$ cat src/sv/stt_pkg.sv
// Shared types and constants for the slot table with expiry timers.
// No dependencies; imported by every module of the block.
`default_nettype none

package stt_pkg;

   localparam logic [15:0] FREE_OWNER  = 16'hffff;
   localparam int          MAX_RESULTS = 16;
   localparam int          EXP_CNT_W   = $clog2(MAX_RESULTS + 1);

   typedef enum logic [1:0] {
      ACT_ADD       = 2'd0,
      ACT_TICK      = 2'd1,
      ACT_REM_OWNER = 2'd2,
      ACT_REM_SLOT  = 2'd3
   } action_type;

   typedef enum logic [2:0] {
      ST_DONE      = 3'd0,
      ST_FULL      = 3'd1,
      ST_NOT_FOUND = 3'd2,
      ST_EXPIRED   = 3'd3,
      ST_NONE      = 3'd4
   } status_type;

   // one result transaction
   typedef struct packed {
      logic [3:0] slot_number;
      status_type status;
      logic       last_result;
   } rsp_type;

   // memory write controls, shared address
   typedef struct packed {
      logic        owner_we;
      logic        life_we;
      logic [15:0] owner;
      logic [15:0] life;
   } mem_wr_type;

endpackage

`default_nettype wire

$ cat src/sv/slot_table_with_expiry_top.sv
// Remove by slot, or add/remove with the free owner code, goes straight to the result state, then the output register.
// Add and remove by owner walk the slots one per cycle through the memory read port while the output
// register can take a result; the walk runs to the end if the table is full or no slot matches. Tick
// always walks all slots before its last result.
// One transaction at a time; the next is taken once the last result sits in the output register.
// Reset clears the occupancy flags and the sequencer; the slot memory is not cleared.
`default_nettype none

module slot_table_with_expiry_top #(
   parameter int SLOT_COUNT = 16
) (
   input  wire         clock,
   input  wire         reset,
   input  wire         req_valid,
   output logic        req_stall,
   input  wire  [1:0]  req_action,
   input  wire  [15:0] req_owner_id,
   input  wire  [15:0] req_lifetime,
   input  wire  [3:0]  req_slot_index,
   output logic        rsp_valid,
   input  wire         rsp_stall,
   output logic [3:0]  rsp_slot_number,
   output logic [2:0]  rsp_status,
   output logic        rsp_last_result
);
   import stt_pkg::*;

   localparam int IDX_W = $clog2(SLOT_COUNT);

   logic              out_ready;
   logic              emit_valid;
   rsp_type           emit_data;
   mem_wr_type        mem_wr;
   logic [IDX_W-1:0]  mem_wr_addr;
   logic              mem_rd_en;
   logic [IDX_W-1:0]  mem_rd_addr;
   logic [15:0]       mem_rd_owner;
   logic [15:0]       mem_rd_life;

   logic              out_valid_ff, out_valid_in;
   rsp_type           out_data_ff, out_data_in;

   stt_ctrl #(.SLOT_COUNT(SLOT_COUNT)) u_ctrl (
      .clock          (clock),
      .reset          (reset),
      .req_valid      (req_valid),
      .req_stall      (req_stall),
      .req_action     (req_action),
      .req_owner_id   (req_owner_id),
      .req_lifetime   (req_lifetime),
      .req_slot_index (req_slot_index),
      .out_ready      (out_ready),
      .emit_valid     (emit_valid),
      .emit_data      (emit_data),
      .mem_wr         (mem_wr),
      .mem_wr_addr    (mem_wr_addr),
      .mem_rd_en      (mem_rd_en),
      .mem_rd_addr    (mem_rd_addr),
      .mem_rd_owner   (mem_rd_owner),
      .mem_rd_life    (mem_rd_life)
   );

   stt_mem #(.DEPTH(SLOT_COUNT)) u_mem (
      .clock    (clock),
      .wr       (mem_wr),
      .wr_addr  (mem_wr_addr),
      .rd_en    (mem_rd_en),
      .rd_addr  (mem_rd_addr),
      .rd_owner (mem_rd_owner),
      .rd_life  (mem_rd_life)
   );

   // output register: free, or draining this cycle
   assign out_ready    = !out_valid_ff || !rsp_stall;
   assign out_valid_in = out_ready ? emit_valid : out_valid_ff;
   assign out_data_in  = (out_ready && emit_valid) ? emit_data : out_data_ff;

   always_ff @(posedge clock) begin
      if (reset) begin
         out_valid_ff <= 1'b0;
      end else begin
         out_valid_ff <= out_valid_in;
      end
   end

   always_ff @(posedge clock) begin
      out_data_ff <= out_data_in;
   end

   assign rsp_valid       = out_valid_ff;
   assign rsp_slot_number = out_data_ff.slot_number;
   assign rsp_status      = out_data_ff.status;
   assign rsp_last_result = out_data_ff.last_result;

endmodule

`default_nettype wire

$ cat src/sv/stt_mem.sv
// Slot storage: owner and lifetime arrays, one write port, one registered read port.
// Depends on stt_pkg for the write control struct.
`default_nettype none

module stt_mem #(
   parameter int DEPTH = 16
) (
   input  wire                        clock,
   input  stt_pkg::mem_wr_type        wr,
   input  wire  [$clog2(DEPTH)-1:0]   wr_addr,
   input  wire                        rd_en,
   input  wire  [$clog2(DEPTH)-1:0]   rd_addr,
   output logic [15:0]                rd_owner,
   output logic [15:0]                rd_life
);
   import stt_pkg::*;

   logic [15:0] owner_mem [DEPTH];
   logic [15:0] life_mem  [DEPTH];
   logic [15:0] rd_owner_ff;
   logic [15:0] rd_life_ff;

   always_ff @(posedge clock) begin
      if (wr.owner_we) begin
         owner_mem[wr_addr] <= wr.owner;
      end
      if (wr.life_we) begin
         life_mem[wr_addr] <= wr.life;
      end
      if (rd_en) begin
         rd_owner_ff <= owner_mem[rd_addr];
         rd_life_ff  <= life_mem[rd_addr];
      end
   end

   assign rd_owner = rd_owner_ff;
   assign rd_life  = rd_life_ff;

endmodule

`default_nettype wire

$ cat src/sv/stt_ctrl.sv
// Sequencer: occupancy flags and the slot walk that reads, updates and writes back memory.
// Depends on stt_pkg; drives stt_mem and the output register in the top level.
`default_nettype none

module stt_ctrl #(
   parameter int SLOT_COUNT = 16
) (
   input  wire                               clock,
   input  wire                               reset,
   input  wire                               req_valid,
   output logic                              req_stall,
   input  wire  [1:0]                        req_action,
   input  wire  [15:0]                       req_owner_id,
   input  wire  [15:0]                       req_lifetime,
   input  wire  [3:0]                        req_slot_index,
   input  wire                               out_ready,
   output logic                              emit_valid,
   output stt_pkg::rsp_type                  emit_data,
   output stt_pkg::mem_wr_type               mem_wr,
   output logic [$clog2(SLOT_COUNT)-1:0]     mem_wr_addr,
   output logic                              mem_rd_en,
   output logic [$clog2(SLOT_COUNT)-1:0]     mem_rd_addr,
   input  wire  [15:0]                       mem_rd_owner,
   input  wire  [15:0]                       mem_rd_life
);
   import stt_pkg::*;

   localparam int IDX_W = $clog2(SLOT_COUNT);
   localparam int CNT_W = IDX_W + 1;
   localparam int SW    = (IDX_W > 4) ? IDX_W : 4;

   typedef enum logic [2:0] {
      S_IDLE   = 3'b001,
      S_WALK   = 3'b010,
      S_RESULT = 3'b100
   } state_type;

   state_type              state_ff, state_in;
   action_type             act_ff, act_in;
   logic [15:0]            owner_ff, owner_in;
   logic [15:0]            life_ff, life_in;
   logic [SLOT_COUNT-1:0]  occ_ff, occ_in;
   logic [CNT_W-1:0]       rd_idx_ff, rd_idx_in;
   logic                   proc_valid_ff, proc_valid_in;
   logic [IDX_W-1:0]       proc_idx_ff, proc_idx_in;
   logic [3:0]             pend_slot_ff, pend_slot_in;
   status_type             pend_status_ff, pend_status_in;
   logic                   have_pend_ff, have_pend_in;
   logic [EXP_CNT_W-1:0]   exp_cnt_ff, exp_cnt_in;

   logic [SW:0]            sidx_ext;
   logic                   sidx_ok;
   logic                   req_fire;

   assign sidx_ext  = (SW+1)'(req_slot_index);
   assign sidx_ok   = sidx_ext < (SW+1)'(SLOT_COUNT);
   assign req_stall = (state_ff != S_IDLE);
   assign req_fire  = req_valid && !req_stall;

   always_comb begin
      logic        hit;
      logic [15:0] life_dec;
      hit            = 1'b0;
      life_dec       = mem_rd_life - 16'd1;
      state_in       = state_ff;
      act_in         = act_ff;
      owner_in       = owner_ff;
      life_in        = life_ff;
      occ_in         = occ_ff;
      rd_idx_in      = rd_idx_ff;
      proc_valid_in  = proc_valid_ff;
      proc_idx_in    = proc_idx_ff;
      pend_slot_in   = pend_slot_ff;
      pend_status_in = pend_status_ff;
      have_pend_in   = have_pend_ff;
      exp_cnt_in     = exp_cnt_ff;
      emit_valid     = 1'b0;
      emit_data      = '{slot_number: pend_slot_ff, status: pend_status_ff, last_result: 1'b1};
      mem_wr         = '{owner_we: 1'b0, life_we: 1'b0, owner: owner_ff, life: life_ff};
      mem_wr_addr    = proc_idx_ff;
      mem_rd_en      = 1'b0;
      mem_rd_addr    = rd_idx_ff[IDX_W-1:0];

      unique case (state_ff)
         S_IDLE: begin
            if (req_fire) begin
               act_in       = action_type'(req_action);
               owner_in     = req_owner_id;
               life_in      = req_lifetime;
               have_pend_in = 1'b0;
               exp_cnt_in   = '0;
               pend_slot_in = 4'd0;
               priority if (req_action == ACT_REM_SLOT) begin
                  if (sidx_ok && occ_ff[sidx_ext[IDX_W-1:0]]) begin
                     occ_in[sidx_ext[IDX_W-1:0]] = 1'b0;
                     pend_slot_in   = req_slot_index;
                     pend_status_in = ST_DONE;
                  end else begin
                     pend_status_in = ST_NOT_FOUND;
                  end
                  state_in = S_RESULT;
               end else if ((req_action == ACT_ADD || req_action == ACT_REM_OWNER)
                            && req_owner_id == FREE_OWNER) begin
                  pend_status_in = ST_NOT_FOUND;
                  state_in       = S_RESULT;
               end else begin
                  // start the walk: slot 0 read now, checked in S_WALK from the registered read data
                  mem_rd_en     = 1'b1;
                  mem_rd_addr   = '0;
                  proc_valid_in = 1'b1;
                  proc_idx_in   = '0;
                  rd_idx_in     = CNT_W'(1);
                  state_in      = S_WALK;
               end
            end
         end

         S_WALK: begin
            // whole pipeline holds while the output register cannot take a result
            if (out_ready) begin
               if (proc_valid_ff) begin
                  unique case (act_ff)
                     ACT_ADD: begin
                        if (!occ_ff[proc_idx_ff]) begin
                           occ_in[proc_idx_ff] = 1'b1;
                           mem_wr.owner_we     = 1'b1;
                           mem_wr.life_we      = 1'b1;
                           pend_slot_in        = 4'(proc_idx_ff);
                           pend_status_in      = ST_DONE;
                           hit                 = 1'b1;
                        end
                     end
                     ACT_REM_OWNER: begin
                        if (occ_ff[proc_idx_ff] && mem_rd_owner == owner_ff) begin
                           occ_in[proc_idx_ff] = 1'b0;
                           pend_slot_in        = 4'(proc_idx_ff);
                           pend_status_in      = ST_DONE;
                           hit                 = 1'b1;
                        end
                     end
                     ACT_TICK: begin
                        if (occ_ff[proc_idx_ff]) begin
                           mem_wr.life_we = 1'b1;
                           mem_wr.life    = life_dec;
                           if (life_dec == 16'd0) begin
                              occ_in[proc_idx_ff] = 1'b0;
                              // previous expiry goes out once a later one is known
                              if (exp_cnt_ff < EXP_CNT_W'(MAX_RESULTS)) begin
                                 if (have_pend_ff) begin
                                    emit_valid = 1'b1;
                                    emit_data.last_result = 1'b0;
                                 end
                                 pend_slot_in   = 4'(proc_idx_ff);
                                 pend_status_in = ST_EXPIRED;
                                 have_pend_in   = 1'b1;
                                 exp_cnt_in     = exp_cnt_ff + EXP_CNT_W'(1);
                              end
                           end
                        end
                     end
                     ACT_REM_SLOT: begin
                        hit = 1'b0;
                     end
                  endcase
               end

               if (hit) begin
                  proc_valid_in = 1'b0;
                  state_in      = S_RESULT;
               end else if (rd_idx_ff < CNT_W'(SLOT_COUNT)) begin
                  mem_rd_en     = 1'b1;
                  proc_valid_in = 1'b1;
                  proc_idx_in   = rd_idx_ff[IDX_W-1:0];
                  rd_idx_in     = rd_idx_ff + CNT_W'(1);
               end else begin
                  proc_valid_in = 1'b0;
                  if (!proc_valid_ff) begin
                     state_in = S_RESULT;
                     unique case (act_ff)
                        ACT_ADD: begin
                           pend_slot_in   = 4'd0;
                           pend_status_in = ST_FULL;
                        end
                        ACT_TICK: begin
                           if (!have_pend_ff) begin
                              pend_slot_in   = 4'd0;
                              pend_status_in = ST_NONE;
                           end
                        end
                        ACT_REM_OWNER, ACT_REM_SLOT: begin
                           pend_slot_in   = 4'd0;
                           pend_status_in = ST_NOT_FOUND;
                        end
                     endcase
                  end
               end
            end
         end

         S_RESULT: begin
            if (out_ready) begin
               emit_valid = 1'b1;
               state_in   = S_IDLE;
            end
         end

         default: begin
            state_in = S_IDLE;
         end
      endcase
   end

   always_ff @(posedge clock) begin
      if (reset) begin
         state_ff      <= S_IDLE;
         occ_ff        <= '0;
         proc_valid_ff <= 1'b0;
         have_pend_ff  <= 1'b0;
         exp_cnt_ff    <= '0;
      end else begin
         state_ff      <= state_in;
         occ_ff        <= occ_in;
         proc_valid_ff <= proc_valid_in;
         have_pend_ff  <= have_pend_in;
         exp_cnt_ff    <= exp_cnt_in;
      end
   end

   always_ff @(posedge clock) begin
      act_ff         <= act_in;
      owner_ff       <= owner_in;
      life_ff        <= life_in;
      rd_idx_ff      <= rd_idx_in;
      proc_idx_ff    <= proc_idx_in;
      pend_slot_ff   <= pend_slot_in;
      pend_status_ff <= pend_status_in;
   end

endmodule

`default_nettype wire

$ cat config.mk
export PLATFORM = sky130hd
export DESIGN_NAME = slot_table_with_expiry_top
export DESIGN_NICKNAME = d
export VERILOG_FILES = /design/src/sv/stt_pkg.sv /design/src/sv/slot_table_with_expiry_top.sv /design/src/sv/stt_mem.sv /design/src/sv/stt_ctrl.sv
export SDC_FILE = /design/constraint.sdc
export NUM_CORES = 1
export LEC_CHECK = 0
export BUFFER_PORTS_ARGS = -buffer_cell sky130_fd_sc_hd__buf_2
export CELL_PAD_IN_SITES_DETAIL_PLACEMENT = 1
export CELL_PAD_IN_SITES_GLOBAL_PLACEMENT = 1
export CORE_UTILIZATION = 40
export CTS_BUF_LIST = sky130_fd_sc_hd__clkbuf_8
export DETAILED_ROUTE_END_ITERATION = 10
export PLACE_DENSITY_LB_ADDON = 0.1
export SYNTH_ARGS = -nofsm -noshare
export SYNTH_HDL_FRONTEND = slang
export SYNTH_SLANG_ARGS = --single-unit
export TNS_END_PERCENT = 5
$ cat constraint.sdc
create_clock -name clock -period 4.95 [get_ports clock]
set_clock_uncertainty 0.2 [all_clocks]
set_input_delay 0 -clock clock [delete_from_list [all_inputs] [get_ports clock]]
set_output_delay 0 -clock clock [all_outputs]
set_load 0.02 [all_outputs]
* Word-level counts from Yosys, hierarchy flattened
Memory sizes are Yosys's and may differ from the RTL's. A register that Yosys moved wholly into a read port is not among the register bits.
Cells that the tools add are included.
** Word-level totals
- Bits in latches :: 0
- Memory bits (read-only) :: 0
- Memory bits (writable) :: 512
- Output and inout bits :: 10
- Register bits :: 85
- Memories :: 2
** Memory list
- u_mem.life_mem :: words 16, width 16, read ports 1, clocked after Yosys merged registers in 1, write ports 1, RTL line stt_mem.sv:19 : logic [15:0] life_mem [DEPTH];
- u_mem.owner_mem :: words 16, width 16, read ports 1, clocked after Yosys merged registers in 1, write ports 1, RTL line stt_mem.sv:18 : logic [15:0] owner_mem [DEPTH];
** Cells by class
- Shift-type cells :: 0
- Multiply operators :: 0
- Magnitude comparators :: 7
- Eq/ne operators :: 33
- Div/mod/pow operators :: 0
- Bitwise gates (word level) :: 5
- Reduce and logical (&&, ||, !) cells :: 27
- Mux-type cells :: 141
- $add $sub $neg :: 3
** Operator list (number)
- two-way mux 16 bit :: 14
- two-way mux 4 bit :: 24
- two-way mux 3 bit :: 22
- two-way mux 5 bit :: 13
- case mux 16 bit (3 select lines) :: 1
- two-way mux 1 bit :: 41
- AND 16 bit :: 2
- NOT 16 bit :: 2
- case mux 16 bit (2 select lines) :: 1
- case mux 3 bit (3 select lines) :: 3
- case mux 4 bit (2 select lines) :: 3
- case mux 5 bit (2 select lines) :: 2
- inequality test 2 x 1 -> 1 bit, second input constant :: 9
- equality test 16 bit :: 1
- equality test 16 bit, second input constant :: 1
- zero test 16 bit :: 1
- bitwise OR 16 bit :: 1
- subtractor 16 x 1 -> 16 bit, second input constant :: 1
- < comparator 4 x 5 -> 1 bit, second input constant :: 3
- AND reduction 7 bit :: 2
- inequality test 3 x 2 -> 1 bit, second input constant :: 4
- case mux 1 bit (2 select lines) :: 6
- case mux 4 bit (3 select lines) :: 1
- AND reduction 11 bit :: 1
- 28 further kinds :: 57

* Logic depth before layout (Yosys ltp)
- Word-level depth :: 13
- Mapped depth :: 12
- Depth with buffers taken out :: 9

* By module
From an unflattened synthesis, not the netlist that was laid out.
** Second synthesis, totals
- Cells, all modules :: 1418
- Area, all modules :: 25588.3 um^2
** By module, submodules not included
- stt_mem :: times used 1, cells an instance 863, area each 20266.9 um^2, sequential area each 16335.7 um^2
- stt_ctrl :: times used 1, cells an instance 542, area each 5042.3 um^2, sequential area each 2021.9 um^2
- slot_table_with_expiry_top :: times used 1, cells an instance 13, area each 279.0 um^2, sequential area each 260.2 um^2

* Worst setup path before layout
Ideal clock, no wire load.
- Path type :: reg-to-reg
- Start :: register u_mem.rd_life_ff[0], in the netlist u_mem.rd_life[0] (read register of u_mem.life_mem)
- End :: register out_data_ff (netlist bit rsp_last_result) (enable)
- Cell stages (with the launch flop) :: 12
- Period minus slack after synthesis :: 3.930 ns
- Required time :: 4.375 ns
- Slack :: 1.020 ns
- Path buffers :: 2
- Data arrival time :: 3.355 ns
- Library setup time :: 0.375 ns
- Cells stage by stage :: edfxtp_1 -> inv_1 -> ha_1 -> clkbuf_1 -> or4b_1 -> clkbuf_1 -> o21ai_0 -> or4bb_2 -> and2_1 -> nor4_1 -> nand4_1 -> a21oi_1
** Between the ends
- Word-level cells in the longest chain between the ends :: 9
** Ends and longest elaborated chain
- start: declaration :: RTL line stt_mem.sv:21 : logic [15:0] rd_life_ff;
- subtractor 16 x 1 -> 16 bit :: RTL line stt_ctrl.sv:64 : life_dec = mem_rd_life - 16'd1;
- zero test 16 bit :: RTL line stt_ctrl.sv:145 : if (life_dec == 16'd0) begin
- two-way mux 1 bit :: RTL line stt_ctrl.sv:145
- two-way mux 1 bit :: RTL line stt_ctrl.sv:142 : if (occ_ff[proc_idx_ff]) begin
- two-way mux 1 bit :: RTL line stt_ctrl.sv:122 : unique case (act_ff)
- two-way mux 1 bit :: RTL line stt_ctrl.sv:121 : if (proc_valid_ff) begin
- two-way mux 1 bit :: RTL line stt_ctrl.sv:120 : if (out_ready) begin
- case mux 1 bit (2 select lines) :: RTL line stt_ctrl.sv:84 : unique case (state_ff)
- logical AND 1 bit :: RTL line slot_table_with_expiry_top.sv:76 : assign out_data_in = (out_ready && emit_valid) ? emit_data : out_data_ff;
- end signal: assignment :: RTL line slot_table_with_expiry_top.sv:87 : out_data_ff <= out_data_in;
- end: declaration :: RTL line slot_table_with_expiry_top.sv:41 : rsp_type out_data_ff, out_data_in;
Every way passes these cells.
A chain may end at the register's enable or synchronous reset.

* Worst setup path after layout
- Start :: register u_mem.rd_life_ff[0], in the netlist u_mem.rd_life[0] (read register of u_mem.life_mem)
- End :: register out_data_ff (netlist bit rsp_slot_number[1]) (enable)
Same word-level chain as after synthesis.

==> metrics.md <==
| Metric | Value |
|---|---|
| Fin nets | `2,053` |
| Register Area | `~19,000 um^2` |
| Fmax | `~0.22 GHz` |
| Via count | `16,700` |
| Antenna Nets Post-Route | `0` |
| Number of global-route vias before repair | `17,600` |
| Worst ir drop on vdd | `between 0.0002 and 0.00025 V` |
| Critical Path Fanout Max | `8` |
| Reg clk slew, reported paths | `approximately 0.060 ns` |
| Max clock buf depth | `3` |
| Post-cts sizing count | `0` |
| Synth unique cells | `73` |
| Share of the synthesized area in the top cell type | `68.7%` |
| Total routing usage reported by global routing | `between 20% and 30%` |
| RSZ-0062 raised after global routing | `false` |
| Port bufs | `51` |
| CP required | `5.07 ns` |
| CP startpoint kind | `register` |
| H-tree levels | `3` |
| Largest net degree at the start of global routing | `95` |
| Starting Density | `40.7%` |
| I/O pin count | `52` |
| Syn nets | `1,841` |
| Largest family of logic cells by synthesized area | `compound AO/OA/AOI/OAI gates` |
| WL final | `80,300 um` |
| Drt wl/cell | `27.3 um` |
| Min-delay worst type | `input pin to register` |
| Drt pass-1 iters | `5` |
| Area growth syn-to-layout | `17.0%` |
| Root Driver | `clkbuf_8` |
| Total of max-cap violations | `0` |
| Synth Register Bits | `629` |
| Final WS setup | `0.502 ns` |
| Area of the multi-input gates | `7290 um^2` |
| Setup TNS | `0 ns` |
| PwrDens | `approximately 370 nW/um^2` |
| Post-synthesis xor/xnor area fraction | `1.03%` |
| Area leader, netlist | `edfxtp_1` |
| Hold_buf cts | `78` |
| Minimum clock period after layout | `4.45 ns` |
| Ys async rst share | `0%` |
| Antenna violations before repair | `2` |
| Clock Sinks | `629` |
| Pwr Total | `roughly 11 mW` |
| Vias per Instance | `roughly 5.7` |
| EDFF count, synth | `602` |
| DRC Markers | `0` |
| Syn_area_per_cell | `14.7 um^2` |
| Synth Instances | `1,789` |
| Seq/Total Area, Yosys | `70.8%` |
| Worst-Margin Slew | `roughly 1.3 ns` |
| Status | `completed` |
| Worst endpoint data arrival time | `about 4.6 ns` |
| First-pass GRT wire length | `around 120,000 um` |
| Mux cell area share after synthesis | `between 6 and 7%` |
| Grt total ovfl | `0` |
| Worst slack at placement | `slightly above 0.5 ns` |
| Row cnt | `93` |
| Commonest non-fill, non-tap cell in the layout | `edfxtp_1` |
| Inserted Clock Buffers | `106` |
| Most frequent cells in the layout | `602 x edfxtp_1, 112 x clkbuf_8, 109 x nor2_1` |
| CTS tree | `done` |
| Final period utilization | `89.9%` |
| Detailed router's first-iteration violation count | `1,111` |
| YS warnings | `0` |
| Synth top area cells | `edfxtp_1 69%, mux2_2 2.9%, mux2i_1 2.7%` |
| WS Path Type | `register to register` |
| Die X | `258 um` |
| DIE AREA | `66,800 um^2` |
| P_leak | `10.6 nW` |
| Die height | `258 um` |
| Final HPWL DP | `46,000 um` |
| Top FF cell, synth | `edfxtp_1` |
| Finish-stage setup viols | `0` |
| GPL Wtd Cong | `approximately 0.83` |
| Post-synthesis simple-gate area fraction | `under 10%` |
| Slew Viols, Final | `0` |
| Worst-Skew Late Latency | `roughly 0.71 ns` |
| Post-CTS Setup Inserts | `0` |
| Slew headroom | `16.6%` |
| Synth Area in Compound Gates | `10.6%` |
| Hold WS | `0.145 ns` |
| Share of layout cells above drive strength 1 | `19.9%` |
| Dpl cells | `2,670` |
| Final-layout fill cell count | `6,535` |
| CP endpoint kind | `register` |
| Fin. Hold Viols | `0` |
| Post-synthesis adder-cell area fraction | `0.476%` |
| CORE AREA | `64,700 um^2` |
| Layout Cells excl Fill | `around 3,000` |
| Cell Area, Synth | `26,300 um^2` |
-- cells in the mapped netlist (4+ instances only) --
| cell | number |
|---|---|
| edfxtp_1 | 602 |
| nor2_1 | 142 |
| nand2_1 | 98 |
| clkbuf_1 | 97 |
| mux2i_1 | 70 |
| and3_1 | 69 |
| a21oi_1 | 68 |
| mux2_2 | 68 |
| o311ai_0 | 64 |
| and2_1 | 44 |
| a211oi_1 | 41 |
| o211ai_1 | 33 |
| o22a_1 | 33 |
| o31ai_1 | 32 |
| o21ai_0 | 28 |
| dfxtp_1 | 27 |
| xor2_1 | 22 |
| nand3_1 | 20 |
| inv_1 | 18 |
| nor3_1 | 18 |
| a21o_1 | 15 |
| a311oi_1 | 14 |
| buf_1 | 14 |
| nand2b_1 | 11 |
| ha_1 | 10 |
| nor2b_1 | 9 |
| xnor2_1 | 9 |
| mux4_2 | 8 |
| nand4_1 | 8 |
| nor4_1 | 8 |
| or2_2 | 7 |
| a211o_1 | 5 |
| a211oi_2 | 5 |
| a31oi_1 | 5 |
| or3_1 | 5 |
| or4_1 | 4 |
-- logic make-up after synthesis --
logic type	Yosys count
AO/OA/AOI/OAI	375
XOR/XNOR	31
adder cells (fa/ha/maj)	10
buffers and inverters	135
flip-flops	629
multiplexers	146
AND/OR/NAND/NOR	463
-- report_power, final --
| part | internal, mW | switching (mW) |
|---|---|---|
| Sequential | 5.98 | 0.109 |
| Clock | 2.14 | 2.10 |
| Combinational | 0.335 | 0.632 |
| Total | 8.45 | 2.84 |
-- state kept, by name, summed over array words and instances, names as in the netlist, 5 cells and up, named ones only --
| name | count |
|---|---|
| u_ctrl.rd_idx_ff | 5 |
| u_mem.rd_owner | 16 |
| u_mem.owner_mem | 256 |
| u_mem.rd_life | 16 |
| u_ctrl.exp_cnt_ff | 5 |
| u_mem.life_mem | 256 |
| u_ctrl.owner_ff | 16 |
| u_ctrl.life_ff | 16 |
-- layer usage --
layer  vias to the layer above  GRT usage (%)  wire length, um
met5                         -              0                0
met4                         0           8.63             2520
met3                       145           3.75             3340
met2                       410           40.9            40100
met1                      8696           31.5            34300
li1                       7455              -                -
-- area by class of cell --
| class | instances | area share (%) |
|---|---|---|
| flip-flops and latches | 629 | 60.5 |
| multi-input cells | 1025 | 23.7 |
| repair buffers | 221 | 5.86 |
| clock buffers | 112 | 5.01 |
| well taps | 855 | 3.48 |
| clock inverters | 83 | 1.23 |
| inverters | 18 | 0.220 |
| diodes | 1 | 0.00813 |
-- critical path, cell delays in order, from the launching register on --
cell	delay (ns)
edfxtp_1	0.49
inv_1	0.12
ha_1	0.33
or4b_1	0.60
o21ai_0	0.21
or4bb_2	0.68
and2_1	0.25
nor4_1	0.27
nand4_1	0.20
a21oi_1	0.70
-- stage by stage --
stage               instance area [um^2]  utilization (%)
floorplan                          26300                -
finish                             30800             47.6
CTS                                30800             47.6
global route                       30800             47.6
global placement                   28100             43.4
detailed placement                 28100             43.4
-- worst paths after layout --
path / cells past startpoint / slack (ns) / from / end
min: 3 / 0.15 / reset / u_ctrl.exp_cnt_ff[4]$_SDFFE_PP0P_
max: 9 / 0.50 / u_mem.rd_life[0]$_DFFE_PP_ / rsp_slot_number[1]$_DFFE_PP_
max reg2reg: 9 / 0.50 / u_mem.rd_life[0]$_DFFE_PP_ / rsp_slot_number[1]$_DFFE_PP_
min reg2reg: 0 / 0.26 / u_ctrl.pend_slot_ff[0]$_DFFE_PP_ / rsp_slot_number[0]$_DFFE_PP_
Power figures use the tool's default switching activity.
